## src/rtl/ipms_pkg.sv

```systemverilog
// ----------------------------------------------------------------------------
// ipms_pkg
// shared types and constants of the incremental pid speed controller
// ----------------------------------------------------------------------------
package ipms_pkg;

    localparam int COUNT_W   = 32;
    localparam int TARGET_W  = 24;
    localparam int GAIN_W    = 16;
    localparam int CFG_W     = 16;
    localparam int DZ_W      = 15;
    localparam int IDX_W     = 3;
    localparam int ERR_W     = 41;
    localparam int PROD_W    = 58;
    localparam int ACC_W     = 64;
    localparam int WIDE_W    = 72;
    localparam int INTEG_W   = 48;
    localparam int DIV_W     = 62;
    localparam int CNT_W     = 6;
    localparam int DIV_STEPS = 62;

    localparam logic [IDX_W-1:0] REG_PROP_GAIN  = 3'd0;
    localparam logic [IDX_W-1:0] REG_DERIV_GAIN = 3'd1;
    localparam logic [IDX_W-1:0] REG_INTEG_GAIN = 3'd2;
    localparam logic [IDX_W-1:0] REG_DIVISOR    = 3'd3;
    localparam logic [IDX_W-1:0] REG_DRIVE_MAX  = 3'd4;
    localparam logic [IDX_W-1:0] REG_DRIVE_MIN  = 3'd5;
    localparam logic [IDX_W-1:0] REG_DEAD_ZONE  = 3'd6;
    localparam logic [IDX_W-1:0] REG_ENABLE     = 3'd7;

    localparam logic signed [WIDE_W-1:0] SAT_LIM   = 72'sh00_3FFF_FFFF_FFFF_FFFF;
    localparam logic signed [WIDE_W-1:0] INTEG_LIM = 72'sh00_0000_7FFF_FFFF_FFFF;

    typedef struct packed {
        logic        [GAIN_W-1:0] prop_gain;
        logic        [GAIN_W-1:0] deriv_gain;
        logic        [GAIN_W-1:0] integ_gain;
        logic        [GAIN_W-1:0] output_divisor;
        logic signed [CFG_W-1:0]  drive_max;
        logic signed [CFG_W-1:0]  drive_min;
        logic        [DZ_W-1:0]   dead_zone;
    } t_cfg;

    typedef struct packed {
        logic load;
        logic dis;
        logic prep;
        logic mul_p;
        logic mul_d;
        logic mul_i;
        logic sum1;
        logic sum2;
        logic div_step;
        logic fin1;
        logic fin2;
        logic commit;
    } t_cmd;

    typedef struct packed {
        logic div_last;
        logic out_free;
    } t_sts;

    function automatic logic signed [ACC_W-1:0] sat62(input logic signed [WIDE_W-1:0] v);
        logic signed [WIDE_W-1:0] r;
        r = v;
        if (v > SAT_LIM) r = SAT_LIM;
        else if (v < -SAT_LIM) r = -SAT_LIM;
        return r[ACC_W-1:0];
    endfunction

endpackage

```

## src/rtl/ipms_ctrl.sv

```systemverilog
// ----------------------------------------------------------------------------
// ipms_ctrl
// sequencer that steps the datapath through one controller update
// ----------------------------------------------------------------------------
module ipms_ctrl
    import ipms_pkg::*;
(
    input  logic i_clk,
    input  logic i_rst_n,
    input  logic i_in_valid,
    input  logic i_enabled,
    input  t_sts i_sts,
    output logic o_in_stall,
    output t_cmd o_cmd
);

    typedef enum logic [11:0] {
        S_IDLE   = 12'b0000_0000_0001,
        S_DIS    = 12'b0000_0000_0010,
        S_PREP   = 12'b0000_0000_0100,
        S_MUL_P  = 12'b0000_0000_1000,
        S_MUL_D  = 12'b0000_0001_0000,
        S_MUL_I  = 12'b0000_0010_0000,
        S_SUM1   = 12'b0000_0100_0000,
        S_SUM2   = 12'b0000_1000_0000,
        S_DIV    = 12'b0001_0000_0000,
        S_FIN1   = 12'b0010_0000_0000,
        S_FIN2   = 12'b0100_0000_0000,
        S_COMMIT = 12'b1000_0000_0000
    } t_state;

    t_state r_state, n_state;
    logic   w_accept;

    assign o_in_stall = (r_state != S_IDLE);
    assign w_accept   = i_in_valid && !o_in_stall;

    always_comb begin
        n_state = r_state;
        o_cmd   = '0;
        case (r_state)
            S_IDLE: begin
                o_cmd.load = w_accept;
                if (w_accept) n_state = i_enabled ? S_PREP : S_DIS;
            end
            S_DIS: begin
                o_cmd.dis = 1'b1;
                n_state   = S_IDLE;
            end
            S_PREP: begin
                o_cmd.prep = 1'b1;
                n_state    = S_MUL_P;
            end
            S_MUL_P: begin
                o_cmd.mul_p = 1'b1;
                n_state     = S_MUL_D;
            end
            S_MUL_D: begin
                o_cmd.mul_d = 1'b1;
                n_state     = S_MUL_I;
            end
            S_MUL_I: begin
                o_cmd.mul_i = 1'b1;
                n_state     = S_SUM1;
            end
            S_SUM1: begin
                o_cmd.sum1 = 1'b1;
                n_state    = S_SUM2;
            end
            S_SUM2: begin
                o_cmd.sum2 = 1'b1;
                n_state    = S_DIV;
            end
            S_DIV: begin
                o_cmd.div_step = 1'b1;
                if (i_sts.div_last) n_state = S_FIN1;
            end
            S_FIN1: begin
                o_cmd.fin1 = 1'b1;
                n_state    = S_FIN2;
            end
            S_FIN2: begin
                o_cmd.fin2 = 1'b1;
                n_state    = S_COMMIT;
            end
            S_COMMIT: begin
                if (i_sts.out_free) begin
                    o_cmd.commit = 1'b1;
                    n_state      = S_IDLE;
                end
            end
            default: n_state = S_IDLE;
        endcase
    end

    always_ff @(posedge i_clk) begin
        if (!i_rst_n) r_state <= S_IDLE;
        else          r_state <= n_state;
    end

endmodule

```

## src/rtl/ipms_dp.sv

```systemverilog
// ----------------------------------------------------------------------------
// ipms_dp
// pid datapath: shared multiplier, serial divider, loop state, result register
// ----------------------------------------------------------------------------
module ipms_dp
    import ipms_pkg::*;
#(
    parameter int FRAC_BITS   = 16,
    parameter int DRIVE_WIDTH = 16
) (
    input  logic                          i_clk,
    input  logic                          i_rst_n,
    input  t_cmd                          i_cmd,
    input  t_cfg                          i_cfg,
    input  logic signed [COUNT_W-1:0]     i_encoder_count,
    input  logic signed [TARGET_W-1:0]    i_target_speed,
    input  logic                          i_out_stall,
    output t_sts                          o_sts,
    output logic                          o_out_valid,
    output logic signed [DRIVE_WIDTH-1:0] o_drive
);

    localparam int PD_W = CFG_W + FRAC_BITS;
    localparam int SHL  = (FRAC_BITS >= 16) ? FRAC_BITS - 16 : 0;
    localparam int SHR  = (FRAC_BITS < 16) ? 16 - FRAC_BITS : 0;
    localparam logic signed [WIDE_W-1:0] RND = (WIDE_W'(1) <<< SHR) - WIDE_W'(1);
    localparam int Q_W  = PD_W + DRIVE_WIDTH + 1;
    localparam logic signed [Q_W-1:0] QRND = (Q_W'(1) <<< FRAC_BITS) - Q_W'(1);

    logic signed [COUNT_W-1:0]  r_count, r_prev_count, r_speed, r_prev_speed;
    logic signed [TARGET_W-1:0] r_target;
    logic signed [ERR_W-1:0]    r_err, r_dsp;
    logic signed [PROD_W-1:0]   r_prod;
    logic signed [ACC_W-1:0]    r_p, r_d, r_ip, r_pd, r_y;
    logic signed [INTEG_W-1:0]  r_integ;
    logic signed [PD_W-1:0]     r_prev_drive, r_yc;
    logic                       r_hit, r_neg;
    logic [DIV_W-1:0]           r_dq;
    logic [GAIN_W-1:0]          r_rem;
    logic [CNT_W-1:0]           r_cnt;
    logic                       r_out_valid;
    logic signed [DRIVE_WIDTH-1:0] r_out_drive;

    logic signed [COUNT_W-1:0]  w_speed;
    logic [GAIN_W-1:0]          w_div;
    logic [GAIN_W:0]            w_trial;
    logic                       w_qbit;
    logic [GAIN_W-1:0]          w_gain;
    logic signed [ERR_W-1:0]    w_opnd;
    logic signed [ACC_W-1:0]    w_sum, w_abs, w_qs, w_dz, w_hi, w_lo, w_yd;
    logic signed [WIDE_W-1:0]   w_iv;
    logic signed [Q_W-1:0]      w_yq;

    function automatic logic signed [ACC_W-1:0] to_frac(input logic signed [PROD_W-1:0] v);
        logic signed [WIDE_W-1:0] w;
        w = WIDE_W'(v);
        if (v < 0) w = w + RND;
        w = w >>> SHR;
        w = w <<< SHL;
        return sat62(w);
    endfunction

    assign w_speed = r_count - r_prev_count;
    assign w_div   = (i_cfg.output_divisor == '0) ? GAIN_W'(1) : i_cfg.output_divisor;
    assign w_trial = {r_rem, r_dq[DIV_W-1]};
    assign w_qbit  = (w_trial >= {1'b0, w_div});

    always_comb begin
        w_gain = i_cfg.prop_gain;
        w_opnd = r_err;
        if (i_cmd.mul_d) begin
            w_gain = i_cfg.deriv_gain;
            w_opnd = r_dsp;
        end else if (i_cmd.mul_i) begin
            w_gain = i_cfg.integ_gain;
        end
    end

    assign w_sum = sat62(WIDE_W'(r_pd) + WIDE_W'(r_integ));
    assign w_abs = (w_sum < 0) ? -w_sum : w_sum;
    assign w_qs  = r_neg ? -$signed({2'b00, r_dq}) : $signed({2'b00, r_dq});
    assign w_dz  = $signed(ACC_W'(i_cfg.dead_zone) << FRAC_BITS);
    assign w_hi  = ACC_W'(i_cfg.drive_max) <<< FRAC_BITS;
    assign w_lo  = ACC_W'(i_cfg.drive_min) <<< FRAC_BITS;

    always_comb begin
        w_yd = r_y;
        if (!r_target[TARGET_W-1] && r_target != '0 && r_y > 0 && r_y < w_dz) begin
            w_yd = w_dz;
        end else if (r_target[TARGET_W-1] && r_y < 0 && r_y > -w_dz) begin
            w_yd = -w_dz;
        end
    end

    assign w_iv = WIDE_W'(r_integ) + WIDE_W'(r_ip);
    assign w_yq = (Q_W'(r_yc) + ((r_yc < 0) ? QRND : Q_W'(0))) >>> FRAC_BITS;

    assign o_sts.div_last = (r_cnt == CNT_W'(DIV_STEPS - 1));
    assign o_sts.out_free = !r_out_valid || !i_out_stall;
    assign o_out_valid    = r_out_valid;
    assign o_drive        = r_out_drive;

    // working registers
    always_ff @(posedge i_clk) begin
        if (i_cmd.load) begin
            r_count  <= i_encoder_count;
            r_target <= i_target_speed;
        end
        if (i_cmd.prep) begin
            r_speed <= w_speed;
            r_err   <= ERR_W'(r_target) - (ERR_W'(w_speed) <<< 8);
            r_dsp   <= (ERR_W'(w_speed) - ERR_W'(r_prev_speed)) <<< 8;
        end
        if (i_cmd.mul_p || i_cmd.mul_d || i_cmd.mul_i) begin
            r_prod <= PROD_W'($signed({1'b0, w_gain}) * w_opnd);
        end
        if (i_cmd.mul_d) r_p <= to_frac(r_prod);
        if (i_cmd.mul_i) r_d <= to_frac(r_prod);
        if (i_cmd.sum1) begin
            r_ip <= to_frac(r_prod);
            r_pd <= sat62(WIDE_W'(r_p) - WIDE_W'(r_d));
        end
        if (i_cmd.sum2) begin
            r_neg <= (w_sum < 0);
            r_dq  <= w_abs[DIV_W-1:0];
            r_rem <= '0;
            r_cnt <= '0;
        end
        if (i_cmd.div_step) begin
            r_rem <= w_qbit ? GAIN_W'(w_trial - {1'b0, w_div}) : w_trial[GAIN_W-1:0];
            r_dq  <= {r_dq[DIV_W-2:0], w_qbit};
            r_cnt <= r_cnt + CNT_W'(1);
        end
        if (i_cmd.fin1) begin
            r_y <= sat62(WIDE_W'(w_qs) + WIDE_W'(r_prev_drive));
        end
        if (i_cmd.fin2) begin
            if (w_yd > w_hi) begin
                r_yc  <= PD_W'(w_hi);
                r_hit <= 1'b1;
            end else if (w_yd < w_lo) begin
                r_yc  <= PD_W'(w_lo);
                r_hit <= 1'b1;
            end else begin
                r_yc  <= PD_W'(w_yd);
                r_hit <= 1'b0;
            end
        end
        if (i_cmd.commit) r_out_drive <= w_yq[DRIVE_WIDTH-1:0];
    end

    // loop state and result valid
    always_ff @(posedge i_clk) begin
        if (!i_rst_n) begin
            r_prev_count <= '0;
            r_prev_speed <= '0;
            r_prev_drive <= '0;
            r_integ      <= '0;
            r_out_valid  <= 1'b0;
        end else begin
            if (i_cmd.commit)                     r_out_valid <= 1'b1;
            else if (r_out_valid && !i_out_stall) r_out_valid <= 1'b0;
            if (i_cmd.dis && r_prev_speed != '0) begin
                r_prev_count <= r_count;
                r_prev_speed <= '0;
                r_prev_drive <= '0;
                r_integ      <= '0;
            end
            if (i_cmd.commit) begin
                r_prev_count <= r_count;
                r_prev_speed <= r_speed;
                r_prev_drive <= r_yc;
                if (!r_hit) begin
                    if (w_iv > INTEG_LIM)       r_integ <= INTEG_LIM[INTEG_W-1:0];
                    else if (w_iv < -INTEG_LIM) r_integ <= INTEG_W'(-INTEG_LIM);
                    else                        r_integ <= w_iv[INTEG_W-1:0];
                end
            end
        end
    end

endmodule

```

## src/rtl/incremental_pid_motor_speed.sv

```systemverilog
// ----------------------------------------------------------------------------
// incremental_pid_motor_speed
// incremental pid speed loop with dead-zone lift, clamp and integral hold
// ----------------------------------------------------------------------------
// usage:
//   input channel (i_in_valid / o_in_stall) carries one tick: the absolute
//   encoder count and the Q16.8 speed setpoint. output channel
//   (o_out_valid / i_out_stall) carries the drive value of that tick.
//   registers are written through i_cfg_we / i_cfg_index / i_cfg_data while
//   the block is idle; the user must keep to this, the block itself does not enforce it.
//   an enabled tick runs from acceptance through prep, mul_p, mul_d, mul_i,
//   sum1, sum2, the divider steps, fin1, fin2 and commit; the next tick is
//   taken only after commit. the sequence is set by the 62-step restoring
//   divider for output_divisor, the shared multiplier used three times and
//   the add/clamp stages. a tick taken while the loop is disabled gives no
//   transaction and stalls the input side only in the dis state.
//   a stalled result stays in the output register; the next tick is accepted
//   meanwhile and waits in its last stage until the register frees.
//   reset clears the loop state, loads register defaults, drops o_out_valid.
// ----------------------------------------------------------------------------
module incremental_pid_motor_speed
    import ipms_pkg::*;
#(
    parameter int FRAC_BITS   = 16,
    parameter int DRIVE_WIDTH = 16
) (
    input  logic                          i_clk,
    input  logic                          i_rst_n,
    input  logic                          i_in_valid,
    output logic                          o_in_stall,
    input  logic signed [COUNT_W-1:0]     i_encoder_count,
    input  logic signed [TARGET_W-1:0]    i_target_speed,
    output logic                          o_out_valid,
    input  logic                          i_out_stall,
    output logic signed [DRIVE_WIDTH-1:0] o_drive,
    input  logic                          i_cfg_we,
    input  logic [IDX_W-1:0]              i_cfg_index,
    input  logic [CFG_W-1:0]              i_cfg_data
);

    t_cfg r_cfg;
    logic r_enabled;
    t_cmd w_cmd;
    t_sts w_sts;

    always_ff @(posedge i_clk) begin
        if (!i_rst_n) begin
            r_cfg.prop_gain      <= '0;
            r_cfg.deriv_gain     <= '0;
            r_cfg.integ_gain     <= '0;
            r_cfg.output_divisor <= GAIN_W'(1);
            r_cfg.drive_max      <= CFG_W'(255);
            r_cfg.drive_min      <= -CFG_W'(255);
            r_cfg.dead_zone      <= '0;
            r_enabled            <= 1'b0;
        end else if (i_cfg_we) begin
            case (i_cfg_index)
                REG_PROP_GAIN:  r_cfg.prop_gain      <= i_cfg_data;
                REG_DERIV_GAIN: r_cfg.deriv_gain     <= i_cfg_data;
                REG_INTEG_GAIN: r_cfg.integ_gain     <= i_cfg_data;
                REG_DIVISOR:    r_cfg.output_divisor <= i_cfg_data;
                REG_DRIVE_MAX:  r_cfg.drive_max      <= i_cfg_data;
                REG_DRIVE_MIN:  r_cfg.drive_min      <= i_cfg_data;
                REG_DEAD_ZONE:  r_cfg.dead_zone      <= i_cfg_data[DZ_W-1:0];
                REG_ENABLE:     r_enabled            <= i_cfg_data[0];
                default:        r_enabled            <= r_enabled;
            endcase
        end
    end

    ipms_ctrl u_ctrl (
        .i_clk      (i_clk),
        .i_rst_n    (i_rst_n),
        .i_in_valid (i_in_valid),
        .i_enabled  (r_enabled),
        .i_sts      (w_sts),
        .o_in_stall (o_in_stall),
        .o_cmd      (w_cmd)
    );

    ipms_dp #(
        .FRAC_BITS   (FRAC_BITS),
        .DRIVE_WIDTH (DRIVE_WIDTH)
    ) u_dp (
        .i_clk           (i_clk),
        .i_rst_n         (i_rst_n),
        .i_cmd           (w_cmd),
        .i_cfg           (r_cfg),
        .i_encoder_count (i_encoder_count),
        .i_target_speed  (i_target_speed),
        .i_out_stall     (i_out_stall),
        .o_sts           (w_sts),
        .o_out_valid     (o_out_valid),
        .o_drive         (o_drive)
    );

endmodule

```

## config.mk

```make
export PLATFORM = sky130hd
export DESIGN_NAME = incremental_pid_motor_speed
export DESIGN_NICKNAME = d
export VERILOG_FILES = /design/src/rtl/ipms_pkg.sv /design/src/rtl/ipms_ctrl.sv /design/src/rtl/ipms_dp.sv /design/src/rtl/incremental_pid_motor_speed.sv
export SDC_FILE = /design/constraint.sdc
export NUM_CORES = 2
export LEC_CHECK = 0
export BUFFER_PORTS_ARGS = -buffer_cell sky130_fd_sc_hd__buf_2
export CAP_MARGIN = 20
export CORE_MARGIN = 2
export CORE_UTILIZATION = 50
export CTS_CLUSTER_DIAMETER = 30
export DETAILED_ROUTE_END_ITERATION = 10
export PLACE_DENSITY_LB_ADDON = 0.3
export SYNTH_ARGS = -nofsm -noshare
export SYNTH_HDL_FRONTEND = slang
export SYNTH_SLANG_ARGS = --single-unit
export TNS_END_PERCENT = 20
```

## constraint.sdc

```tcl
create_clock -name i_clk -period 34 [get_ports i_clk]
set_clock_uncertainty 0.05 [all_clocks]
set_input_delay 6.8 -clock i_clk [delete_from_list [all_inputs] [get_ports i_clk]]
set_output_delay 6.8 -clock i_clk [all_outputs]
set_load 0.02 [all_outputs]
```

==> metrics <==
status=complete, no violations; synth unique cells=approximately 90; Worst Setup End Kind=flop; Area Overhead vs Synth=11.6%; H-tree depth=4; cell count after placement=11.3k; FF+latch count, synth=~930; Final period util=33.3%; crit-path max FO=just over 60; Worst Setup SP=u_ctrl.r_state[11]; CTS tree=built; CP max stage delay=around 950 ps; r2r endpoint=u_dp.r_prod[56]; io pins=slightly below 100; sequential element share of the synthesized area=between 30 and 40%; startpoint type of the worst setup path=flop; non-filler cells, final=approximately 12k; Via density=5.81; top cells by area, synth=edfxtp_1 (24%), fa_1 (15%), ha_1 (10%); WL/cell=just over 20 um; Hold Path Origin=r_enabled; R2R Setup Slk=roughly 23,000 ps; Clock transition at path regs=around 50 ps; initial antenna violation count=6; cell area after synthesis=83,600 sq um; root buf cell=clkbuf_16; Slew Limit Fails=0; hold crit path type=reg2reg; setup TNS=0 ps; largest net degree at the start of global routing=157; # rows=150; Yosys warning count=0; syn_nets=10.6k; # DRC=0; total power=around 3600 uW; CTS buffer count=roughly 200; DR vias=67.7k; RSZ-0062 raised after global routing=false; LEAKAGE=0.0403 uW; ys async rst share=0%; Worst R2R Path Depth=34; nets=10.6k; Die W=413 um; Skew-Pair Late Insertion Delay=830 ps; Setup CP Type=reg2reg; CP arrival=11,800 ps; vias in the first global route=between 60k and 70k; Slew Limit Headroom=16.3%; achievable frequency=between 80 and 90 MHz; core area=167,000 sq um; Syn Inst Count=~9k; CP max-delay cell=a2111oi_0; DRT Pass-1 Iters=6; die height=413 um; worst slew pin tran=about 1200 ps; top post-synthesis cells by count=nand2_1 (1,294), inv_1 (1,070), ha_1 (669), edfxtp_1 (656), fa_1 (623); # Post-CTS Setup Buffers=0; routed wire length=about 230,000 um; cell taking the most area after synthesis=edfxtp_1; PD cells=between 30 and 40 nW/um^2; # resized after CTS=0; Clock Tree Buf Depth=3; Post-synth top flop=edfxtp_1; hold_buf cts=0; dpl ws=roughly 23,000 ps; Iteration-0 DRC Markers=about 5.5k; port buffer count=97; antenna viol nets, final=0; Final Setup Violations=0; Hold Path Cell Cnt=1; Peak supply drop=approximately 0.066 mV; grt total ovfl=0; most frequent CP cell=fa_1; max cap viols=0; clk sinks=roughly 930; initial core utilization=about 50%; Post-synth EDFFs=656; Final GP Congestion=between 0.9 and 1; Hold Path End=u_ctrl.r_state[1]; first-pass GRT wire length=between 300,000 and 400,000 um; setup ws final=around 23,000 ps; gr usage total=a little over a quarter; min cycle time layout=11,310 ps; layout cell share with drive strength beyond 1=approximately 7%; Detailed Place HPWL=about 180,000 um; die area=170,000 sq um; Mean Syn Cell Area=between 9 and 10 sq um; RR Startpoint=u_ctrl.r_state[11]; top-count cell post-synth=nand2_1; Critical Path RT=between 30,000 and 40,000 ps; final hold vios=0; Synth top area share=23.6%
==> through the flow <==
stage          hold WS (ps)  instance area [sq um]  util [%]
6_report                391                  93200      55.9
5_1_grt                 406                  93200      55.9
4_1_cts                 393                  93200      55.9
3_5_place_dp            385                  86200      51.7
3_3_place_gp            381                  86200      51.7
2_1_floorplan           354                  83600         -
==> power breakdown <==
part | switching [uW] | internal [uW] | leakage [uW] | total [uW]
registers | 8.11 | 1220 | 0.00805 | 1230
clock network | 671 | 1310 | 0.00336 | 1980
logic | 239 | 155 | 0.0289 | 394
total | 918 | 2690 | 0.0403 | 3600
==> state kept, by name, indices dropped and copies added, names as in the netlist, 33 cells and up <==
name          flops
u_dp.r_dsp       33
u_dp.r_p         58
u_dp.r_dq        62
u_dp.r_err       41
u_dp.r_d         58
u_dp.r_ip        58
u_dp.r_integ     48
r_cfg           111
u_dp.r_y         64
u_dp.r_pd        64
u_dp.r_prod      58
==> cell families (layout without fill, tap and decap cells) <==
group	count (synthesis)	in the layout	share of synthesized area (%)
compound gates	2049	2049	15.9
xor+xnor	452	452	4.74
fa+ha+maj	1292	1292	24.9
buf+inv	1424	1617	6.42
flops	925	925	30.0
mux	97	97	1.18
other cells	0	4	0
simple gates	2998	2998	16.8
==> worst max-delay path, delay by kind of cell, from the launching register on <==
family	cells	cell delay, ps
AO/OA/AOI/OAI	12	4290
buffers and inverters	7	1190
adder cells (fa/ha/maj)	7	3220
flip-flops	1	340
AND/OR/NAND/NOR	8	1880
==> placed cells by master (no fill, tap or decap), types with 55 or more instances in the layout <==
| master | instances |
|---|---|
| fa_1 | 623 |
| dfxtp_1 | 269 |
| nand2_1 | 1292 |
| xor2_1 | 129 |
| buf_4 | 75 |
| clkbuf_16 | 202 |
| o21ai_0 | 388 |
| nand2b_1 | 107 |
| inv_1 | 1065 |
| o21a_1 | 98 |
| buf_2 | 97 |
| a31oi_1 | 77 |
| nand3_1 | 201 |
| xnor2_1 | 323 |
| nor3_1 | 110 |
| nor2b_1 | 97 |
| nor2_1 | 572 |
| nand4_1 | 109 |
| a21oi_1 | 516 |
| mux2i_1 | 88 |
| a21o_1 | 263 |
| nor4_1 | 76 |
| and2_1 | 183 |
| a21boi_0 | 224 |
| ha_1 | 669 |
| edfxtp_1 | 656 |
| o21bai_1 | 55 |
==> metal layers <==
| layer | GRT usage (%) | wire length (um) | vias up | part of all wire (%) |
|---|---|---|---|---|
| met5 | 0 | 0 | - | 0 |
| met4 | 13.3 | 12100 | 0 | 5.2 |
| met3 | 4.27 | 15200 | 563 | 6.5 |
| met2 | 44.6 | 108000 | 2366 | 46 |
| met1 | 35.5 | 98400 | 32900 | 42 |
| li1 | - | - | 31900 | - |
==> worst max path at each step <==
| stage | to | slack (ps) | cells past startpoint |
|---|---|---|---|
| floorplan | u_ctrl.r_state[0] | 22940 | 9 |
| global placement | u_dp.r_prod[56] | 23050 | 34 |
| detailed placement | u_dp.r_prod[56] | 22730 | 33 |
| CTS | u_dp.r_prod[56] | 22680 | 33 |
| global route | u_dp.r_prod[56] | 21690 | 33 |
| finish | u_dp.r_prod[56] | 22690 | 34 |
==> area by class of cell <==
cell class                      count  area, sq um
Clock buffer                      233         5260
Tap cell                         2204         2760
Inverter                         1070         4020
Antenna cell                        4         10.0
Clock inverter                    138         1730
Fill cell                       14600        73400
Multi-Input combinational cell   6888        53300
Timing Repair Buffer              176         1090
Sequential cell                   925        25100
Power figures use the tool's default switching activity.
